[config.mk]
export PLATFORM = sky130hd
export DESIGN_NAME = software_timer_bank_unit_flat
export DESIGN_NICKNAME = d
export VERILOG_FILES = /design/src/stbu_pkg.sv /design/src/stbu_if.sv /design/src/software_timer_bank_unit.sv /design/src/stbu_ram.sv /design/src/flat_wrapper.sv
export VERILOG_INCLUDE_DIRS = /design/src /design/src/src
export SDC_FILE = /design/constraint.sdc
export NUM_CORES = 1
export LEC_CHECK = 0
export BUFFER_PORTS_ARGS = -buffer_cell sky130_fd_sc_hd__buf_4
export CAP_MARGIN = 20
export CELL_PAD_IN_SITES_DETAIL_PLACEMENT = 1
export CELL_PAD_IN_SITES_GLOBAL_PLACEMENT = 1
export CORE_MARGIN = 2
export CORE_UTILIZATION = 35
export DETAILED_ROUTE_END_ITERATION = 10
export MAX_ROUTING_LAYER = met4
export PLACE_DENSITY_LB_ADDON = 0.1
export SETUP_SLACK_MARGIN = 0.2
export SYNTH_ARGS = -nofsm -noshare
export SYNTH_HDL_FRONTEND = slang
export SYNTH_SLANG_ARGS = --single-unit
[constraint.sdc]
create_clock -name clk -period 3.9 [get_ports clk]
set_input_delay 0.39 -clock clk [delete_from_list [all_inputs] [get_ports clk]]
set_output_delay 0.39 -clock clk [all_outputs]
set_load 0.05 [all_outputs]
[src/software_timer_bank_unit_assert.svh]
// ----------------------------------------------------------------------------
// Assertion macros for the software timer bank
// Concurrent assertion wrappers that compile away when SYNTHESIS is defined.
// ----------------------------------------------------------------------------
`ifndef SOFTWARE_TIMER_BANK_UNIT_ASSERT_SVH
`define SOFTWARE_TIMER_BANK_UNIT_ASSERT_SVH

`ifndef SYNTHESIS

// Same-cycle implication: cons must hold whenever ante holds.
`define STBU_ASSERT_IMPL(label, clk, rst_n, ante, cons, msg) \
    label: assert property (@(posedge clk) disable iff (!rst_n) (ante) |-> (cons)) \
        else $error(msg);

// Next-cycle implication: cons must hold in the cycle after ante holds.
`define STBU_ASSERT_NEXT(label, clk, rst_n, ante, cons, msg) \
    label: assert property (@(posedge clk) disable iff (!rst_n) (ante) |=> (cons)) \
        else $error(msg);

`else

`define STBU_ASSERT_IMPL(label, clk, rst_n, ante, cons, msg)
`define STBU_ASSERT_NEXT(label, clk, rst_n, ante, cons, msg)

`endif

`endif

[src/stbu_pkg.sv]
// ----------------------------------------------------------------------------
// Timer bank package
// Field widths, command and register codes, and the stored timer entry.
// ----------------------------------------------------------------------------
package stbu_pkg;

    localparam int CMD_W      = 2;
    localparam int TIDX_W     = 3;
    localparam int MS_W       = 16;
    localparam int CFG_IDX_W  = 2;
    localparam int CFG_DATA_W = 8;
    localparam int COUNT_W    = 4;
    localparam int MASK_W     = 8;

    localparam logic [CMD_W-1:0] CMD_TICK  = 2'd0;
    localparam logic [CMD_W-1:0] CMD_START = 2'd1;
    localparam logic [CMD_W-1:0] CMD_STOP  = 2'd2;

    localparam logic [CFG_IDX_W-1:0] REG_TIMERS_IN_USE = 2'd0;
    localparam logic [CFG_IDX_W-1:0] REG_REPEAT_MASK   = 2'd1;
    localparam logic [CFG_IDX_W-1:0] REG_NOTIFY_MASK   = 2'd2;

    localparam logic [MASK_W-1:0] NOTIFY_MASK_RESET = 8'hFF;

    typedef struct packed {
        logic [MS_W-1:0] remaining_ms;
        logic [MS_W-1:0] reload_ms;
    } timer_entry_t;

endpackage

[src/stbu_if.sv]
// ----------------------------------------------------------------------------
// Timer bank channel interfaces
// Valid/ready channels for command items and expiry event items.
// ----------------------------------------------------------------------------
interface stbu_cmd_if;
    import stbu_pkg::*;

    logic              valid;
    logic              ready;
    logic [CMD_W-1:0]  command;
    logic [TIDX_W-1:0] timer_index;
    logic [MS_W-1:0]   load_ms;
    logic [MS_W-1:0]   elapsed_ms;

    modport source (output valid, command, timer_index, load_ms, elapsed_ms,
                    input ready);
    modport sink   (input valid, command, timer_index, load_ms, elapsed_ms,
                    output ready);
endinterface

interface stbu_evt_if;
    import stbu_pkg::*;

    logic              valid;
    logic              ready;
    logic [TIDX_W-1:0] expired_timer;
    logic              last;

    modport source (output valid, expired_timer, last, input ready);
    modport sink   (input valid, expired_timer, last, output ready);
endinterface

[src/software_timer_bank_unit.sv]
// ----------------------------------------------------------------------------
// Software timer bank unit
// A bank of one-shot or periodic countdown timers driven by tick items.
// ----------------------------------------------------------------------------
//
// Channel  Direction  Carries
// -------  ---------  ------------------------------------------------------
// cmd      in         tick, start or stop item (index, duration, elapsed)
// evt      out        expiry event item: expired timer index, last flag
// cfg_*    in         write-only register port (count, repeat, notify)
//
// A start or stop item is taken only while the bank is idle. A tick item is
// accepted, then walks over the n timers in use with a read-modify-write of
// the timer RAM for each, and ends in a flush step that releases the final
// event, if any. Each event waits in a one-deep pending register until the
// next one is found, so that the final event of a tick can carry the last
// flag; an event stalled at the output holds the walk on a notifying timer.
// Reset clears the active flags and control registers; RAM needs no clearing.
//
`include "software_timer_bank_unit_assert.svh"

module software_timer_bank_unit #(
    parameter int MAX_TIMERS = 8
) (
    input  logic                             clk,
    input  logic                             rst_n,
    stbu_cmd_if.sink                         cmd,
    stbu_evt_if.source                       evt,
    input  logic                             cfg_we,
    input  logic [stbu_pkg::CFG_IDX_W-1:0]   cfg_index,
    input  logic [stbu_pkg::CFG_DATA_W-1:0]  cfg_data
);

    import stbu_pkg::*;

    // Index width for the RAM and the active flags; counter width must also
    // hold the count of timers itself.
    localparam int IDX_W = (MAX_TIMERS > 1) ? $clog2(MAX_TIMERS) : 1;
    localparam int CNT_W = $clog2(MAX_TIMERS + 1);

    localparam logic [1:0] ST_IDLE  = 2'd0;
    localparam logic [1:0] ST_EVAL  = 2'd1;
    localparam logic [1:0] ST_FLUSH = 2'd2;

    // A count above the bank size acts as the bank size.
    function automatic logic [CNT_W-1:0] clamp_count(input logic [COUNT_W-1:0] v);
        logic [CNT_W-1:0] r;
        if (32'(v) > MAX_TIMERS)
        begin
            r = CNT_W'(MAX_TIMERS);
        end
        else
        begin
            r = CNT_W'(v);
        end
        return r;
    endfunction

    logic [1:0]            state_reg, state_next;
    logic [CNT_W-1:0]      walk_idx_reg, walk_idx_next;
    logic [MS_W-1:0]       elapsed_reg;
    logic [COUNT_W-1:0]    timers_in_use_reg;
    logic [MASK_W-1:0]     repeat_mask_reg;
    logic [MASK_W-1:0]     notify_mask_reg;
    logic [MAX_TIMERS-1:0] active_reg;

    // Pending event waiting for the next one, and the output register.
    logic                  pend_valid_reg;
    logic [TIDX_W-1:0]     pend_idx_reg;
    logic                  out_valid_reg;
    logic [TIDX_W-1:0]     out_idx_reg;
    logic                  out_last_reg;

    logic [CNT_W-1:0]      n_eff;
    logic [CNT_W-1:0]      new_cnt;
    logic [CNT_W-1:0]      walk_inc;
    logic                  walk_end;
    logic                  cmd_fire;
    logic                  start_ok;
    logic                  stop_ok;
    logic                  tick_go;
    logic                  cfg_count_wr;

    logic                  cur_act;
    logic                  cur_fire;
    logic                  cur_low;
    logic                  cur_notify;
    logic                  cur_repeat;
    logic                  out_free;
    logic                  advance;
    logic                  pend_to_out;
    logic                  last_to_out;

    timer_entry_t          rd_entry;
    timer_entry_t          wb_entry;
    logic [$bits(timer_entry_t)-1:0] ram_rd_data;
    logic [$bits(timer_entry_t)-1:0] ram_wr_data;
    logic                  ram_wr_en;
    logic [IDX_W-1:0]      ram_wr_addr;
    logic [IDX_W-1:0]      ram_rd_addr;

    assign n_eff        = clamp_count(timers_in_use_reg);
    assign new_cnt      = clamp_count(cfg_data[COUNT_W-1:0]);
    assign cfg_count_wr = cfg_we && (cfg_index == REG_TIMERS_IN_USE);

    assign cmd.ready = (state_reg == ST_IDLE);
    assign cmd_fire  = cmd.valid && cmd.ready;
    assign start_ok  = cmd_fire && (cmd.command == CMD_START)
                       && (32'(cmd.timer_index) < 32'(n_eff));
    assign stop_ok   = cmd_fire && (cmd.command == CMD_STOP)
                       && (32'(cmd.timer_index) < 32'(n_eff));
    assign tick_go   = cmd_fire && (cmd.command == CMD_TICK);

    assign walk_inc = walk_idx_reg + CNT_W'(1);
    assign walk_end = (walk_inc == n_eff);

    // Evaluation of the timer under the walk. Repeat and notify bits exist
    // only for the first eight timers.
    assign rd_entry   = timer_entry_t'(ram_rd_data);
    assign cur_act    = active_reg[walk_idx_reg[IDX_W-1:0]];
    assign cur_fire   = cur_act && (rd_entry.remaining_ms <= elapsed_reg);
    assign cur_low    = (32'(walk_idx_reg) < 32'd8);
    assign cur_notify = cur_fire && cur_low && notify_mask_reg[3'(walk_idx_reg)];
    assign cur_repeat = cur_low && repeat_mask_reg[3'(walk_idx_reg)];

    assign out_free = !out_valid_reg || evt.ready;

    always_comb
    begin
        state_next    = state_reg;
        walk_idx_next = walk_idx_reg;
        advance       = 1'b0;
        pend_to_out   = 1'b0;
        last_to_out   = 1'b0;
        ram_rd_addr   = walk_idx_reg[IDX_W-1:0];

        case (state_reg)
            ST_IDLE:
            begin
                ram_rd_addr   = '0;
                walk_idx_next = '0;
                if (tick_go)
                begin
                    state_next = (n_eff == '0) ? ST_FLUSH : ST_EVAL;
                end
            end
            ST_EVAL:
            begin
                // A new event displaces the pending one into the output
                // register, which must then be free.
                advance     = !(cur_notify && pend_valid_reg && !out_free);
                pend_to_out = advance && cur_notify && pend_valid_reg;
                if (advance)
                begin
                    if (walk_end)
                    begin
                        state_next = ST_FLUSH;
                    end
                    else
                    begin
                        walk_idx_next = walk_inc;
                        ram_rd_addr   = walk_inc[IDX_W-1:0];
                    end
                end
            end
            ST_FLUSH:
            begin
                if (!pend_valid_reg)
                begin
                    state_next = ST_IDLE;
                end
                else if (out_free)
                begin
                    last_to_out = 1'b1;
                    state_next  = ST_IDLE;
                end
            end
            default:
            begin
                state_next = ST_IDLE;
            end
        endcase
    end

    // RAM write: a start loads both values; the walk writes back the
    // counted-down or reloaded remaining value.
    always_comb
    begin
        wb_entry.reload_ms    = rd_entry.reload_ms;
        wb_entry.remaining_ms = cur_fire ? rd_entry.reload_ms
                                         : (rd_entry.remaining_ms - elapsed_reg);
        if (start_ok)
        begin
            ram_wr_en   = 1'b1;
            ram_wr_addr = IDX_W'(cmd.timer_index);
            ram_wr_data = {cmd.load_ms, cmd.load_ms};
        end
        else
        begin
            ram_wr_en   = advance && cur_act;
            ram_wr_addr = walk_idx_reg[IDX_W-1:0];
            ram_wr_data = wb_entry;
        end
    end

    stbu_ram #(
        .WIDTH ($bits(timer_entry_t)),
        .DEPTH (MAX_TIMERS)
    ) u_ram (
        .clk     (clk),
        .wr_en   (ram_wr_en),
        .wr_addr (ram_wr_addr),
        .wr_data (ram_wr_data),
        .rd_addr (ram_rd_addr),
        .rd_data (ram_rd_data)
    );

    always_ff @(posedge clk or negedge rst_n)
    begin
        if (!rst_n)
        begin
            state_reg         <= ST_IDLE;
            walk_idx_reg      <= '0;
            timers_in_use_reg <= '0;
            repeat_mask_reg   <= '0;
            notify_mask_reg   <= NOTIFY_MASK_RESET;
            active_reg        <= '0;
            pend_valid_reg    <= 1'b0;
            out_valid_reg     <= 1'b0;
        end
        else
        begin
            state_reg    <= state_next;
            walk_idx_reg <= walk_idx_next;

            if (cfg_we)
            begin
                case (cfg_index)
                    REG_TIMERS_IN_USE: timers_in_use_reg <= cfg_data[COUNT_W-1:0];
                    REG_REPEAT_MASK:   repeat_mask_reg   <= cfg_data[MASK_W-1:0];
                    REG_NOTIFY_MASK:   notify_mask_reg   <= cfg_data[MASK_W-1:0];
                    default:           ;
                endcase
            end

            if (start_ok)
            begin
                active_reg[IDX_W'(cmd.timer_index)] <= 1'b1;
            end
            if (stop_ok)
            begin
                active_reg[IDX_W'(cmd.timer_index)] <= 1'b0;
            end
            if (advance && cur_fire)
            begin
                active_reg[walk_idx_reg[IDX_W-1:0]] <= cur_repeat;
            end
            // Shrinking the count retires every timer at or above it.
            for (int t = 0; t < MAX_TIMERS; t++)
            begin
                if (cfg_count_wr && (t >= 32'(new_cnt)))
                begin
                    active_reg[t] <= 1'b0;
                end
            end

            if (advance && cur_notify)
            begin
                pend_valid_reg <= 1'b1;
            end
            else if (last_to_out)
            begin
                pend_valid_reg <= 1'b0;
            end

            if (pend_to_out || last_to_out)
            begin
                out_valid_reg <= 1'b1;
            end
            else if (evt.ready)
            begin
                out_valid_reg <= 1'b0;
            end
        end
    end

    // Payload registers.
    always_ff @(posedge clk)
    begin
        if (tick_go)
        begin
            elapsed_reg <= cmd.elapsed_ms;
        end
        if (advance && cur_notify)
        begin
            pend_idx_reg <= 3'(walk_idx_reg);
        end
        if (pend_to_out || last_to_out)
        begin
            out_idx_reg  <= pend_idx_reg;
            out_last_reg <= last_to_out;
        end
    end

    assign evt.valid         = out_valid_reg;
    assign evt.expired_timer = out_idx_reg;
    assign evt.last          = out_last_reg;

    // The bank takes a new item only once the final event of a tick has left
    // the pending register.
    `STBU_ASSERT_IMPL(a_idle_no_pending, clk, rst_n, state_reg == ST_IDLE, !pend_valid_reg, "pending event left behind in idle")
    // An event without the last flag is always followed by a pending one.
    `STBU_ASSERT_IMPL(a_not_last_has_successor, clk, rst_n, out_valid_reg && !out_last_reg, pend_valid_reg, "non-final event has no successor")
    // No timer at or above the count in use is ever active.
    `STBU_ASSERT_IMPL(a_unused_inactive, clk, rst_n, 1'b1, (active_reg >> n_eff) == '0, "timer outside the count in use is active")
    // A tick item always starts a walk or goes straight to the flush step.
    `STBU_ASSERT_NEXT(a_tick_starts_walk, clk, rst_n, tick_go, state_reg == ST_EVAL || state_reg == ST_FLUSH, "tick item did not start a walk")

endmodule

[src/stbu_ram.sv]
// ----------------------------------------------------------------------------
// Generic timer bank RAM
// One write port and one read port with a registered read.
// ----------------------------------------------------------------------------
module stbu_ram #(
    parameter int WIDTH = 32,
    parameter int DEPTH = 8,
    localparam int ADDR_W = (DEPTH > 1) ? $clog2(DEPTH) : 1
) (
    input  logic              clk,
    input  logic              wr_en,
    input  logic [ADDR_W-1:0] wr_addr,
    input  logic [WIDTH-1:0]  wr_data,
    input  logic [ADDR_W-1:0] rd_addr,
    output logic [WIDTH-1:0]  rd_data
);

    logic [WIDTH-1:0] mem [DEPTH];

    always_ff @(posedge clk)
    begin
        if (wr_en)
        begin
            mem[wr_addr] <= wr_data;
        end
        rd_data <= mem[rd_addr];
    end

endmodule

[src/flat_wrapper.sv]
// flat-port wrapper written by rule: the top's interface ports become plain ports
module software_timer_bank_unit_flat import stbu_pkg::*;
#(
    parameter int MAX_TIMERS = 8
)
  (clk, rst_n, cfg_we, cfg_index, cfg_data, cmd_valid, cmd_command, cmd_timer_index, cmd_load_ms, cmd_elapsed_ms, cmd_ready, evt_valid, evt_expired_timer, evt_last, evt_ready);
  stbu_cmd_if cmd_i ();
  stbu_evt_if evt_i ();
  input  logic clk;
  input  logic rst_n;
  input  logic cfg_we;
  input  logic [stbu_pkg::CFG_IDX_W-1:0] cfg_index;
  input  logic [stbu_pkg::CFG_DATA_W-1:0] cfg_data;
  input wire logic [$bits(cmd_i.valid)-1:0] cmd_valid;
  input wire logic [$bits(cmd_i.command)-1:0] cmd_command;
  input wire logic [$bits(cmd_i.timer_index)-1:0] cmd_timer_index;
  input wire logic [$bits(cmd_i.load_ms)-1:0] cmd_load_ms;
  input wire logic [$bits(cmd_i.elapsed_ms)-1:0] cmd_elapsed_ms;
  output wire logic [$bits(cmd_i.ready)-1:0] cmd_ready;
  output wire logic [$bits(evt_i.valid)-1:0] evt_valid;
  output wire logic [$bits(evt_i.expired_timer)-1:0] evt_expired_timer;
  output wire logic [$bits(evt_i.last)-1:0] evt_last;
  input wire logic [$bits(evt_i.ready)-1:0] evt_ready;
  assign cmd_i.valid = cmd_valid;
  assign cmd_i.command = cmd_command;
  assign cmd_i.timer_index = cmd_timer_index;
  assign cmd_i.load_ms = cmd_load_ms;
  assign cmd_i.elapsed_ms = cmd_elapsed_ms;
  assign cmd_ready = cmd_i.ready;
  assign evt_valid = evt_i.valid;
  assign evt_expired_timer = evt_i.expired_timer;
  assign evt_last = evt_i.last;
  assign evt_i.ready = evt_ready;
  software_timer_bank_unit #(.MAX_TIMERS(MAX_TIMERS)) u_core (.clk(clk), .rst_n(rst_n), .cmd(cmd_i), .evt(evt_i), .cfg_we(cfg_we), .cfg_index(cfg_index), .cfg_data(cfg_data));
endmodule
==> summary.txt <==
Floorplan
  – Die outline width: 213.9 um
  – Initial standard-cell utilization of the core: 35.62%
  – Overall die height: 213.9 um
  – Core Area: 43270 um^2
  – Area of the die: 45730 um^2
  – Count of standard-cell rows: 76
  – Number of top-level design ports: 58

Yosys
  – Instance count of the mapped netlist: 1219
  – Cell area after technology mapping: 15410 um^2
  – Per-instance average area after synthesis: 12.64 um^2
  – Top flip-flop cell by instance count after synthesis: sky130_fd_sc_hd__edfxtp_1
  – Fraction of registers with async set/reset: 10.37%
  – EDFF count, synth: 279
  – Warnings from Yosys: 0
  – Sequential share of the synthesized area: 64.42%
  – Number of synthesized register bits: 347
  – Distinct cells, synth: 79
  – Post-synth net total: 1291

Drt
  – Final wirelength: 47.75 mm
  – Met1 wire length: 23.13 mm
  – Starting DRT DRC Count: 654
  – Top Metal Used: met4
  – Remaining design rule violation count: 0
  – Vias: 10470
  – Final ANT Viol Nets: 0
  – Metal3 WL: 1.787 mm
  – Routed met2 length: 21.89 mm
  – Number of vias per cell: 5.462
  – Routed len/inst: 24.91 um
  – DR pass1 iterations: 4

GRT
  – First-pass GRT wire length: 71.17 mm
  – Largest net degree at the start of global routing: 65
  – Remaining global-route overflow: 0
  – Number of global-route vias before repair: 10800
  – All-Layer GR Usage: 22.19%
  – Antenna violations before repair: 3

Timing
  – Rel. slew slack: 48.26%
  – Achievable frequency: 280.8 MHz
  – Share of the clock period used by the worst path: 91.31%
  – Final-report max-slew violation count: 0
  – Setup violators final: 0
  – Skew final: 0.01790 ns
  – Min Clock Period, post-route: 3.561 ns
  – Worst Tran Pin Value: 0.7744 ns
  – Final-report hold violation count: 0
  – Hold WS: 0.03002 ns
  – Setup repair after global routing missed its margin: no

Critical path
  – Critical Path Source Type: flop
  – Endpoint of the lowest-slack register-to-register path: u_core.u_ram.rd_data[27]$_DFF_P_
  – Register-to-register setup slack: 0.34 ns
  – CP required: 4.34 ns
  – Beginning of the worst register-to-register path: u_core.u_ram.rd_data[16]$_DFF_P_
  – Crit path kind: flop to flop
  – Kind of end point of the critical path: flop
  – Worst reg-to-reg path cell count: 14
  – Arrival time of the worst setup path: 4.00 ns
  – Crit path largest cell delay: 0.40 ns
  – Worst path slowest cell: sky130_fd_sc_hd__fa_1
  – Crit path cell chain: inv_1, ha_1, fa_1, nand2b_1, a211o_1, a21o_1, and3_1, o211ai_1, buf_4, a21oi_4, buf_12, o32a_1, a32o_1, a311oi_4
  – Critical-path maximum fanout: 32

Cells and area
  – Commonest non-fill, non-tap cells in the layout: 279 x sky130_fd_sc_hd__edfxtp_1, 143 x sky130_fd_sc_hd__nand2_1, 88 x sky130_fd_sc_hd__buf_4, 79 x sky130_fd_sc_hd__o21ai_0, 64 x sky130_fd_sc_hd__inv_1
  – Area taken by flip-flops and latches: 9931 um^2
  – Summed area of non-filler cells in the final layout: 18420 um^2
  – Fill cell total of the finished layout: 4463
  – Fin nets: 1372
  – Post-synthesis to final-layout area growth: 19.52%
  – Number of cells in the finished layout apart from fillers: 1917
  – Area used by multi-input combinational logic: 5014 um^2
  – Flip-flop count of the largest register, all copies and words added: 256
  – Proportion of layout cells with a drive suffix above 1: 20.44%
  – Most common library cell in the layout ignoring fill and taps: sky130_fd_sc_hd__edfxtp_1

Min path
  – Hold Path Sink: u_core.elapsed_reg[3]$_DFFE_PP_
  – Startpoint of the tightest hold check path: cmd_elapsed_ms[3]
  – Hold Crit Depth: 1
  – Worst hold path class: primary input to flop

Power and ir drop
  – Max VDD drop: 0.4048 mV
  – Overall power after layout: 0.01377 W
  – Pleak: 6.543 nW
  – Power Dens Cells: 747.4 nW/um^2

Clocking
  – Clock Path Buffers: 3
  – Clock net sink count: 347
  – Clock root buffer master: sky130_fd_sc_hd__clkbuf_16
  – H-tree levels: 2
  – Clock tree from TritonCTS: yes
  – Clock-pin slew on the worst setup and hold paths: 0.06 ns
  – Clock buffer count from CTS: 40
  – Clk_lat worst skew: 0.57 ns

Placed design
  – Number of placed instances, taps included: 1829
  – Half-perimeter wire length after detailed placement: 27.79 mm
  – Final weighted congestion of routability-driven global placement: 0.8237
  – Placed standard-cell area: 16980 um^2
  – PortBufs: 57

Run
  – Number of max-cap violations: 0

Status
  – Run status: complete, no violations
-- how the worst max path moves through the flow --
stage | slack, ns | endpoint | cells after the start | from
after global placement | -0.04 | u_core.u_ram.rd_data[31]$_DFF_P_ | 11 | u_core.walk_idx_reg[1]$_DFFE_PN0P_
after floorplan | -0.20 | u_core.u_ram.mem[1][0]$_DFFE_PP_ | 8 | u_core.state_reg[1]$_DFFE_PN0P_
after global routing | 0.20 | u_core.u_ram.rd_data[27]$_DFF_P_ | 14 | u_core.elapsed_reg[8]$_DFFE_PP_
after detailed placement | 0.05 | u_core.u_ram.rd_data[31]$_DFF_P_ | 12 | u_core.elapsed_reg[8]$_DFFE_PP_
final | 0.34 | u_core.u_ram.rd_data[27]$_DFF_P_ | 14 | u_core.u_ram.rd_data[16]$_DFF_P_
after CTS | 0.23 | u_core.u_ram.mem[5][31]$_DFFE_PP_ | 11 | u_core.elapsed_reg[8]$_DFFE_PP_
-- metrics by stage --
stage / setup slack [ns] / util [%] / setup TNS (ns)
floorplan: -0.1960 / - / -27.94
global placement: -0.03822 / 39.25 / -0.03822
detailed placement: 0.05444 / 39.25 / 0
CTS: 0.2347 / 42.50 / 0
global route: 0.2023 / 42.58 / 0
finish: 0.3391 / 42.58 / 0
-- area by class of cell --
cell class	instances	share of cell area, %
antenna	1	0.01358
clock inverter	15	0.7539
tap	585	3.973
clock buffer	58	6.187
multi-input combinational	726	27.21
inverter	65	1.324
timing repair buffer	120	6.629
sequential	347	53.91
-- where the power goes --
part	switching, W	total (W)	internal (W)
registers	0.000262	0.00551	0.00525
logic	0.00292	0.00456	0.00164
clock network	0.00154	0.00370	0.00217
total	0.00472	0.0138	0.00905
-- metal layers --
metal  track usage [%]  up-vias
li1                  -     4799
met1             30.94     5413
met2             34.05      193
met3             3.500       65
met4             5.340        0
met5                 -        -
-- synth_stat cells (3+ instances only) --
| master | n | area [um^2] |
|---|---|---|
| sky130_fd_sc_hd__or2_2 | 4 | 25.02 |
| sky130_fd_sc_hd__o211ai_1 | 3 | 22.52 |
| sky130_fd_sc_hd__nand2b_1 | 10 | 62.56 |
| sky130_fd_sc_hd__buf_6 | 7 | 78.83 |
| sky130_fd_sc_hd__and3_1 | 41 | 256.5 |
| sky130_fd_sc_hd__clkbuf_1 | 51 | 191.4 |
| sky130_fd_sc_hd__o21ai_0 | 79 | 395.4 |
| sky130_fd_sc_hd__nand2_1 | 143 | 536.8 |
| sky130_fd_sc_hd__nor2b_1 | 6 | 37.54 |
| sky130_fd_sc_hd__dfstp_2 | 8 | 210.2 |
| sky130_fd_sc_hd__buf_2 | 15 | 75.07 |
| sky130_fd_sc_hd__dfrtp_1 | 28 | 700.7 |
| sky130_fd_sc_hd__a32o_1 | 32 | 320.3 |
| sky130_fd_sc_hd__mux2i_1 | 8 | 80.08 |
| sky130_fd_sc_hd__xnor2_1 | 8 | 70.07 |
| sky130_fd_sc_hd__inv_1 | 64 | 240.2 |
| sky130_fd_sc_hd__ha_1 | 19 | 237.7 |
| sky130_fd_sc_hd__mux2_2 | 20 | 225.2 |
| sky130_fd_sc_hd__a211oi_1 | 33 | 247.7 |
| sky130_fd_sc_hd__nand4_1 | 3 | 18.77 |
| sky130_fd_sc_hd__nand3b_1 | 3 | 22.52 |
| sky130_fd_sc_hd__a311oi_1 | 3 | 26.28 |
| sky130_fd_sc_hd__nor2_1 | 64 | 240.2 |
| sky130_fd_sc_hd__o21a_1 | 5 | 37.54 |
| sky130_fd_sc_hd__or3_1 | 4 | 25.02 |
| sky130_fd_sc_hd__xor2_1 | 6 | 52.55 |
| sky130_fd_sc_hd__and2_1 | 4 | 25.02 |
| sky130_fd_sc_hd__nand3_1 | 42 | 210.2 |
| sky130_fd_sc_hd__a21o_1 | 4 | 30.03 |
| sky130_fd_sc_hd__a311oi_2 | 30 | 450.4 |
| sky130_fd_sc_hd__a31oi_1 | 8 | 50.05 |
| sky130_fd_sc_hd__buf_1 | 5 | 18.77 |
| sky130_fd_sc_hd__nor3_1 | 12 | 60.06 |
| sky130_fd_sc_hd__dfxtp_1 | 32 | 640.6 |
| sky130_fd_sc_hd__edfxtp_1 | 279 | 8378 |
| sky130_fd_sc_hd__a21oi_1 | 46 | 230.2 |
| sky130_fd_sc_hd__a2111oi_0 | 7 | 61.31 |
| sky130_fd_sc_hd__o32a_1 | 32 | 320.3 |
-- what timing repair did --
item,in CTS,in global routing
hold buffers,8,0
setup buffers,6,0
setup endpoints to repair,2,275
gates cloned,0,0
hold endpoints to repair,35,0
pin swaps,2,0
gates resized for setup,1,6
-- logic make-up (layout without fill, tap and decap cells) --
family          Yosys count  count (layout)  share of synthesized area, %
fa+ha+maj                20              20                         1.672
buf+inv                 146             258                         4.140
compound gates          311             311                         16.02
simple gates            351             351                         10.68
flops                   347             347                         64.42
mux                      30              30                         2.273
xor+xnor                 14              14                        0.7955
other cells               0               1                             0
-- critical path: cells and delay by family, from the launching register on --
family | cells | cell delay (ns)
AOI/OAI and AO/OA | 7 | 1.58
adders and majority gates | 2 | 0.64
buffers and inverters | 3 | 0.47
DFF | 1 | 0.33
and+or+nand+nor | 2 | 0.39
(Power assumes the default switching activity.)
